$ cat config.mk
export PLATFORM = sky130hd
export DESIGN_NAME = cth_parser
export DESIGN_NICKNAME = d
export VERILOG_FILES = /design/src/rtl/cth_pkg.sv /design/src/rtl/cth_parser.sv
export SDC_FILE = /design/constraint.sdc
export NUM_CORES = 1
export LEC_CHECK = 0
export BUFFER_PORTS_ARGS = -buffer_cell sky130_fd_sc_hd__buf_2
export CAP_MARGIN = 25
export CORE_UTILIZATION = 25
export CTS_CLUSTER_SIZE = 16
export DETAILED_ROUTE_END_ITERATION = 8
export PLACE_DENSITY = 0.47
export SLEW_MARGIN = 10
export SYNTH_ARGS = -nofsm -noshare
export SYNTH_HDL_FRONTEND = slang
export SYNTH_SLANG_ARGS = --single-unit
$ cat constraint.sdc
create_clock -name clk -period 10.3 [get_ports clk]
set_input_delay 0.515 -clock clk [delete_from_list [all_inputs] [get_ports clk]]
set_output_delay 0.515 -clock clk [all_outputs]
set_load 0.03 [all_outputs]
$ cat src/rtl/cth_pkg.sv
package cth_pkg;

    typedef enum logic [3:0] {
        PH_TYPE_LEAD   = 4'd0,
        PH_TYPE        = 4'd1,
        PH_NAME_LEAD   = 4'd2,
        PH_NAME        = 4'd3,
        PH_AFTER_NAME  = 4'd4,
        PH_VALUE_LEAD  = 4'd5,
        PH_TOKEN_VALUE = 4'd6,
        PH_QUOTED      = 4'd7,
        PH_QUOTED_ESC  = 4'd8,
        PH_AFTER_VALUE = 4'd9,
        PH_ERR         = 4'd10
    } phase_t;

    typedef enum logic [2:0] {
        V_NO_MATCH    = 3'd0,
        V_MATCH       = 3'd1,
        V_MALFORMED   = 3'd2,
        V_TOO_LARGE   = 3'd3,
        V_UNSUPPORTED = 3'd4
    } verdict_t;

    typedef enum logic [1:0] {
        ERR_NONE        = 2'd0,
        ERR_MALFORMED   = 2'd1,
        ERR_UNSUPPORTED = 2'd2
    } err_t;

    localparam logic CFG_JSON_MODE  = 1'b0;
    localparam logic CFG_BODY_LIMIT = 1'b1;

    localparam logic [5:0]  LEN_SAT    = 6'd34;
    localparam logic [3:0]  MISMATCH   = 4'd15;
    localparam logic [39:0] PLUS_JSON  = 40'h2B6A736F6E;
    localparam logic [31:0] LIMIT_INIT = 32'd102400;
    localparam int          QDEPTH     = 2;

    // Classified header, passed from the parser to the verdict stage.
    typedef struct packed {
        logic       type_ok;
        logic [1:0] err;
        logic       absent;
        logic [31:0] body_length;
    } job_t;

    function automatic logic is_ws(input logic [7:0] c);
        return (c == 8'h20) || (c == 8'h09);
    endfunction

    function automatic logic is_token(input logic [7:0] c);
        logic r;
        r = ((c >= 8'h61) && (c <= 8'h7A)) || ((c >= 8'h41) && (c <= 8'h5A))
            || ((c >= 8'h30) && (c <= 8'h39));
        unique case (c)
            8'h21, 8'h23, 8'h24, 8'h25, 8'h26, 8'h27, 8'h2A, 8'h2B,
            8'h2D, 8'h2E, 8'h5E, 8'h5F, 8'h60, 8'h7C, 8'h7E: r = 1'b1;
            default: ;
        endcase
        return r;
    endfunction

    function automatic logic [7:0] to_lower(input logic [7:0] c);
        return ((c >= 8'h41) && (c <= 8'h5A)) ? (c + 8'd32) : c;
    endfunction

    function automatic logic is_ctl(input logic [7:0] c);
        return ((c < 8'd32) && (c != 8'h09)) || (c == 8'd127);
    endfunction

    function automatic logic [7:0] json_chr(input logic [5:0] i);
        logic [127:0] s;
        s = "application/json";
        return s[8'(127 - 8 * i) -: 8];
    endfunction

    function automatic logic [7:0] form_chr(input logic [5:0] i);
        logic [263:0] s;
        s = "application/x-www-form-urlencoded";
        return s[9'(263 - 8 * i) -: 8];
    endfunction

    function automatic logic [7:0] cs_chr(input logic [3:0] i);
        logic [55:0] s;
        s = "charset";
        return s[6'(55 - 8 * i) -: 8];
    endfunction

    function automatic logic [7:0] utf_chr(input logic [3:0] i);
        logic [39:0] s;
        s = "utf-8";
        return s[6'(39 - 8 * i) -: 8];
    endfunction

endpackage

$ cat src/rtl/cth_parser.sv
module cth_parser
    import cth_pkg::*;
(
    input  logic        clk,
    input  logic        rst_n,
    input  logic        in_valid,
    output logic        in_ready,
    input  logic [7:0]  header_byte,
    input  logic        header_absent,
    input  logic        last_byte,
    input  logic [31:0] body_length,
    input  logic        json_mode,
    output logic        job_valid,
    output job_t        job,
    input  logic        job_full
);

    phase_t      phase_reg, phase_next;
    logic [5:0]  len_reg, len_next;
    logic        sp_reg, sp_next;
    logic [2:0]  flags_reg, flags_next;
    logic [39:0] tail_reg, tail_next;
    logic [3:0]  nprog_reg, nprog_next;
    logic [3:0]  vprog_reg, vprog_next;
    logic        cs_seen_reg, cs_seen_next;
    logic [1:0]  err_reg, err_next;

    logic       take;
    logic [7:0] lc;
    logic [5:0] len_i;
    logic [1:0] err_f;
    logic       type_ok;

    assign in_ready = !job_full;
    assign take     = in_valid && in_ready;
    assign lc       = to_lower(header_byte);

    always_comb
    begin
        phase_next   = phase_reg;
        len_next     = len_reg;
        sp_next      = sp_reg;
        flags_next   = flags_reg;
        tail_next    = tail_reg;
        nprog_next   = nprog_reg;
        vprog_next   = vprog_reg;
        cs_seen_next = cs_seen_reg;
        err_next     = err_reg;
        len_i        = len_reg;
        err_f        = err_reg;
        type_ok      = 1'b0;
        job          = '0;
        job_valid    = 1'b0;

        if (take && !header_absent)
        begin
            unique case (phase_reg)
                PH_TYPE_LEAD, PH_TYPE:
                begin
                    if (header_byte == 8'h3B)
                        phase_next = PH_NAME_LEAD;
                    else if (is_ws(header_byte))
                    begin
                        if (phase_reg == PH_TYPE)
                            sp_next = 1'b1;
                    end
                    else
                    begin
                        phase_next = PH_TYPE;
                        if (sp_reg)
                            flags_next = '0;
                        if (!(len_i < 6'd16 && lc == json_chr(len_i)))
                            flags_next[0] = 1'b0;
                        if (len_i < 6'd12)
                        begin
                            if (lc != json_chr(len_i))
                                flags_next[1] = 1'b0;
                        end
                        else if (!is_token(lc))
                            flags_next[1] = 1'b0;
                        if (!(len_i < 6'd33 && lc == form_chr(len_i)))
                            flags_next[2] = 1'b0;
                        if (len_reg < LEN_SAT)
                            len_next = len_reg + 6'd1;
                        tail_next = {tail_reg[31:0], lc};
                    end
                end
                PH_NAME_LEAD, PH_NAME:
                begin
                    if (is_token(header_byte))
                    begin
                        phase_next = PH_NAME;
                        nprog_next = (nprog_reg < 4'd7 && lc == cs_chr(nprog_reg))
                                     ? nprog_reg + 4'd1 : MISMATCH;
                    end
                    else if (is_ws(header_byte))
                    begin
                        if (phase_reg == PH_NAME)
                            phase_next = PH_AFTER_NAME;
                    end
                    else if (phase_reg == PH_NAME && header_byte == 8'h3D)
                        phase_next = PH_VALUE_LEAD;
                    else
                        phase_next = PH_ERR;
                end
                PH_AFTER_NAME:
                begin
                    if (header_byte == 8'h3D)
                        phase_next = PH_VALUE_LEAD;
                    else if (!is_ws(header_byte))
                        phase_next = PH_ERR;
                end
                PH_VALUE_LEAD, PH_TOKEN_VALUE:
                begin
                    if (phase_reg == PH_VALUE_LEAD && header_byte == 8'h22)
                        phase_next = PH_QUOTED;
                    else if (is_token(header_byte))
                    begin
                        phase_next = PH_TOKEN_VALUE;
                        vprog_next = (vprog_reg < 4'd5 && lc == utf_chr(vprog_reg))
                                     ? vprog_reg + 4'd1 : MISMATCH;
                    end
                    else if (is_ws(header_byte))
                    begin
                        if (phase_reg == PH_TOKEN_VALUE)
                            phase_next = PH_AFTER_VALUE;
                    end
                    else if (phase_reg == PH_TOKEN_VALUE && header_byte == 8'h3B)
                        phase_next = PH_NAME_LEAD;
                    else
                        phase_next = PH_ERR;
                end
                PH_QUOTED, PH_QUOTED_ESC:
                begin
                    if (phase_reg == PH_QUOTED && header_byte == 8'h22)
                        phase_next = PH_AFTER_VALUE;
                    else if (phase_reg == PH_QUOTED && header_byte == 8'h5C)
                        phase_next = PH_QUOTED_ESC;
                    else if (is_ctl(header_byte))
                        phase_next = PH_ERR;
                    else
                    begin
                        phase_next = PH_QUOTED;
                        vprog_next = (vprog_reg < 4'd5 && lc == utf_chr(vprog_reg))
                                     ? vprog_reg + 4'd1 : MISMATCH;
                    end
                end
                PH_AFTER_VALUE:
                begin
                    if (header_byte == 8'h3B)
                        phase_next = PH_NAME_LEAD;
                    else if (!is_ws(header_byte))
                        phase_next = PH_ERR;
                end
                default: ;
            endcase

            // Syntax error raised by this byte.
            if (phase_next == PH_ERR && phase_reg != PH_ERR && err_next == ERR_NONE)
                err_next = ERR_MALFORMED;

            // A parameter closes on ';' or at the end of the header in a value phase.
            if ((phase_reg == PH_TOKEN_VALUE || phase_reg == PH_AFTER_VALUE)
                && phase_next == PH_NAME_LEAD
                || (last_byte && (phase_next == PH_TOKEN_VALUE
                                  || phase_next == PH_AFTER_VALUE)))
            begin
                if (nprog_next == 4'd7)
                begin
                    if (cs_seen_reg)
                    begin
                        if (err_next == ERR_NONE)
                            err_next = ERR_MALFORMED;
                        phase_next = PH_ERR;
                    end
                    else
                    begin
                        cs_seen_next = 1'b1;
                        if (vprog_next != 4'd5)
                        begin
                            if (err_next == ERR_NONE)
                                err_next = ERR_UNSUPPORTED;
                            phase_next = PH_ERR;
                        end
                    end
                end
                nprog_next = '0;
                vprog_next = '0;
            end

            // A header that ends inside a parameter, including after a
            // trailing ';', is malformed.
            if (last_byte && phase_next != PH_TYPE_LEAD && phase_next != PH_TYPE
                && phase_next != PH_TOKEN_VALUE && phase_next != PH_AFTER_VALUE
                && phase_next != PH_ERR && err_next == ERR_NONE)
                err_next = ERR_MALFORMED;
        end

        err_f = err_next;
        if (json_mode)
            type_ok = (flags_next[0] && len_next == 6'd16)
                   || (flags_next[1] && len_next > 6'd17 && tail_next == PLUS_JSON);
        else
            type_ok = flags_next[2] && len_next == 6'd33;

        if (take && last_byte)
        begin
            job_valid        = 1'b1;
            job.type_ok      = type_ok;
            job.err          = err_f;
            job.absent       = header_absent;
            job.body_length  = body_length;
            phase_next   = PH_TYPE_LEAD;
            len_next     = '0;
            sp_next      = 1'b0;
            flags_next   = '1;
            tail_next    = '0;
            nprog_next   = '0;
            vprog_next   = '0;
            cs_seen_next = 1'b0;
            err_next     = ERR_NONE;
        end
    end

    always_ff @(posedge clk or negedge rst_n)
    begin
        if (!rst_n)
        begin
            phase_reg   <= PH_TYPE_LEAD;
            len_reg     <= '0;
            sp_reg      <= 1'b0;
            flags_reg   <= '1;
            tail_reg    <= '0;
            nprog_reg   <= '0;
            vprog_reg   <= '0;
            cs_seen_reg <= 1'b0;
            err_reg     <= ERR_NONE;
        end
        else
        begin
            phase_reg   <= phase_next;
            len_reg     <= len_next;
            sp_reg      <= sp_next;
            flags_reg   <= flags_next;
            tail_reg    <= tail_next;
            nprog_reg   <= nprog_next;
            vprog_reg   <= vprog_next;
            cs_seen_reg <= cs_seen_next;
            err_reg     <= err_next;
        end
    end

`ifndef SYNTHESIS
    a_len_sat: assert property (@(posedge clk) disable iff (!rst_n) len_reg <= LEN_SAT)
        else $error("type length beyond saturation");
    a_reset_after_last: assert property (@(posedge clk) disable iff (!rst_n)
        take && last_byte |=> phase_reg == PH_TYPE_LEAD && err_reg == ERR_NONE)
        else $error("header state not cleared after last byte");
    a_err_sticky: assert property (@(posedge clk) disable iff (!rst_n)
        phase_reg == PH_ERR && !(take && last_byte) |=> phase_reg == PH_ERR)
        else $error("error phase left early");
    a_err_code: assert property (@(posedge clk) disable iff (!rst_n)
        phase_reg == PH_ERR |-> err_reg != ERR_NONE)
        else $error("error phase without error code");
`endif

endmodule

==> reports/summary.txt <==
RSZ-0062 raised after global routing: false
Slowest CP cell: dfrtp_1
Simple-Gate Fraction of Synth Area: 0.3046
Switching Power: 498.6 uW
Post-CTS Setup Bufs: 0
Worst Path Required: 9790 ps
Hold Vio Cnt, Final: 0
Seq pwr share: 0.287
GP Congestion: 0.8738
Reg2Reg Depth: 11
Startpoint types: flop
Synth top area share: 0.2643
Int Pwr: 652.7 uW
Syn. warnings: 0
Core footprint: 22850 sq um
Clock share of power: 0.250
Initial antenna violation count: 0
PostCTS Resize Cnt: 0
Asr flop ratio synth: 1.000
Die Ht: 155.2 um
Main combinational cell family by area after synthesis: simple AND/OR/NAND/NOR gates
Routed WL: 17630 um
Vias in the first global route: 5445
IO buf count: 84
Clk root buf: clkbuf_16
Max FFs per register: 40
Critical Path Stages: 14
Switching share of power: 0.4331
Placed cells: 1123
Crit path buf inv count: 2
Lkg Pwr: 2.852 nW
Slowest stage delay, CP: 580 ps
CTS Hold Bufs: 0
Clock Path Buffers: 2
DR DRC count: 0
Maximum Capacitance Violations: 0
Grt met3 use: 0.02451
Global routing usage on met2: 0.2415
Synth Cell Area: 5869 sq um
H-tree levels: 3
Final Critical Period: 5092 ps
NumNets Final: 890
Gr ovfl total: 0
Ys flop type: dfrtp_1
Most frequent cell after synthesis: nand2_1
Multi-input gate area: 3897 sq um
Ranking of synthesized cells by area: dfrtp_1 26%, nand2_1 7.2%, a21oi_1 6.3%
Top cell family by delay on the critical path: compound AO/OA/AOI/OAI gates
Ports: 85
Antenna Nets Post-Route: 0
Maximum VDD drop: 85.83 uV
Total Power: 1.151 mW
CTS Sinks: 65
Clk Latency, worst-skew pair: 340 ps
Critical-path maximum fanout: 19
Most instantiated cells after synthesis: 113 x nand2_1, 74 x a21oi_1, 62 x dfrtp_1
Die area: 24090 sq um
CTS tree: done
Global route hottest layer: met2
Max Freq: 196.4 MHz
Pin count of the biggest net entering global routing: 69
Cell repeated most along the worst path: o31ai_1
FILL cells: 2541
Layout area overhead: 14.88%
Ant. Diodes: 0
#FFs+latches synth: 65
Yosys cell types: 80
Clock Skew: 8.132 ps
Post-synthesis sequential area ratio: 0.2778
Pwr dens: 170.7 nW/um^2
Compound-cell area share of the yosys netlist: 0.2505
Routed len/inst: 15.48 um
Synth Area per Inst: 7.573 sq um
Routing usage on met1: 0.1997
Post-synth EDFFs: 0
Chip Width: 155.2 um
WP data arrival: 4580 ps
GR Util All Layers: 0.1484
Max_slew headroom: 0.4108
Starting density of the core: 0.2569
Xor/xnor cell area share of the yosys netlist: 0.03731
Pre-Repair DR Iteration Count: 5
Finished Layout Cells: 1139
Post-synthesis mux area share: 0.02473
Critical path, cell by cell: inv_1 > ha_1 > nor3b_1 > xor2_1 > o221a_2 > o221ai_1 > o31a_1 > o31ai_1 > a311oi_1 > o31ai_1 > nand4_1 > o41ai_1 > a32o_1 > buf_2
CTS Buf Count: 9
DR iter-0 viols: 402
Outcome: finished, final reports clean
Endpoint class of the critical path: output port
Combinational share of power: 0.463
Share of cells above drive strength 1: 0.1477
Cell taking the most area after synthesis: dfrtp_1
Final TNS setup: 0 ps
First-pass GRT wire length: 28780 um
Hold crit path type: in -> async
Worst Setup Path Type: reg -> out
Post-Synth Adder-Cell Area: 0.04690
Reg clk slew, reported paths: 60 ps
Worst slew pin tran: 883.7 ps
# setup viols final: 0
HPWL Detailed: 12260 um
Row cnt: 55
Syn Nets: 844
Crit share post-route: 0.4944
DR vias/cell: 5.155
Fin. max-slew vios: 0
Synth Instances: 775
Via Count: 5871
Register area: 1630 sq um
-- final timing paths --
kind / from / slack, ps / to
max: len_i[0] / 5210 / job[35]
min: rst_n / 360 / phase_reg[3]
max reg2reg: len_i[0] / 6480 / flags_reg[2]
max in group asynchronous: rst_n / 9350 / len_i[0]
min in group clk: flags_reg[0] / 500 / flags_reg[0]
min reg2reg: flags_reg[0] / 500 / flags_reg[0]
-- per-layer routing --
metal,wire length (um),part of all wire,vias up
met5,0,0,-
met4,284,0.016,0
met3,763,0.043,19
met2,8287,0.47,175
met1,8293,0.47,2771
li1,-,-,2906
-- cells by family (layout without fill, tap and decap cells) --
logic type      Yosys count  after routing
fa+ha+maj                22             22
mux                      13             13
xor+xnor                 25             25
simple gates            348            348
flops                    65             65
buf+inv                  79            130
compound gates          223            223
-- per-stage QoR --
| stage | cell area [sq um] | setup slack, ps | util | hold slack (ps) |
|---|---|---|---|---|
| after floorplan | 5869 | 6218 | - | 219.4 |
| after global placement | 6471 | 5596 | 0.2832 | 496.5 |
| after detailed placement | 6471 | 5602 | 0.2832 | 494.2 |
| after CTS | 6743 | 5220 | 0.2951 | 414.2 |
| after global routing | 6743 | 4773 | 0.2951 | 474.3 |
| final | 6743 | 5208 | 0.2951 | 360.2 |
-- worst register-to-register path: cells and delay by family (launching register included) --
kind	cells	cell delay, ps
adder cells (fa/ha/maj)	1	350
AND/OR/NAND/NOR	2	540
buffers and inverters	1	300
XOR/XNOR	1	570
AO/OA/AOI/OAI	6	1390
flip-flops	1	580
-- power groups by stage --
stage	Combinational (mW)	Clock (mW)	Sequential, mW
final	0.533	0.287	0.331
after global routing	0.594	0.305	0.338
after CTS	0.527	0.296	0.330
after detailed placement	0.524	0	0.335
after global placement	0.532	0	0.335
after floorplan	0.423	0	0.307
-- area by class of cell --
type / count / share of cell area
multi-input combinational: 631 / 0.5780
clock buffer: 10 / 0.03396
inverter: 25 / 0.01392
clock inverter: 6 / 0.006309
sequential: 65 / 0.2418
tap: 313 / 0.05808
timing repair buffer: 89 / 0.06792
-- cell usage in the layout, fill, tap and decap left out, types with 4 or more instances in the layout --
| master | count |
|---|---|
| nand2_1 | 113 |
| buf_2 | 84 |
| a21oi_1 | 74 |
| dfrtp_1 | 62 |
| nor2_1 | 50 |
| o21ai_0 | 39 |
| and2_1 | 38 |
| nor3_1 | 26 |
| inv_1 | 24 |
| nand3_1 | 24 |
| ha_1 | 22 |
| xnor2_1 | 20 |
| nand4_1 | 12 |
| nor2b_1 | 12 |
| nor4_1 | 11 |
| mux2i_1 | 10 |
| nand2b_1 | 9 |
| and3_1 | 9 |
| a31oi_1 | 9 |
| clkbuf_16 | 9 |
| a311oi_1 | 8 |
| or3_1 | 7 |
| a21boi_0 | 7 |
| a211oi_1 | 7 |
| nor3b_1 | 6 |
| a21o_1 | 6 |
| o211ai_1 | 6 |
| nand3b_1 | 6 |
| a22oi_1 | 5 |
| o31ai_1 | 5 |
| a32o_1 | 5 |
| xor2_1 | 5 |
| nand4b_1 | 5 |
| buf_4 | 5 |
| o41ai_1 | 4 |
| a22o_1 | 4 |
(Power assumes the default switching activity.)
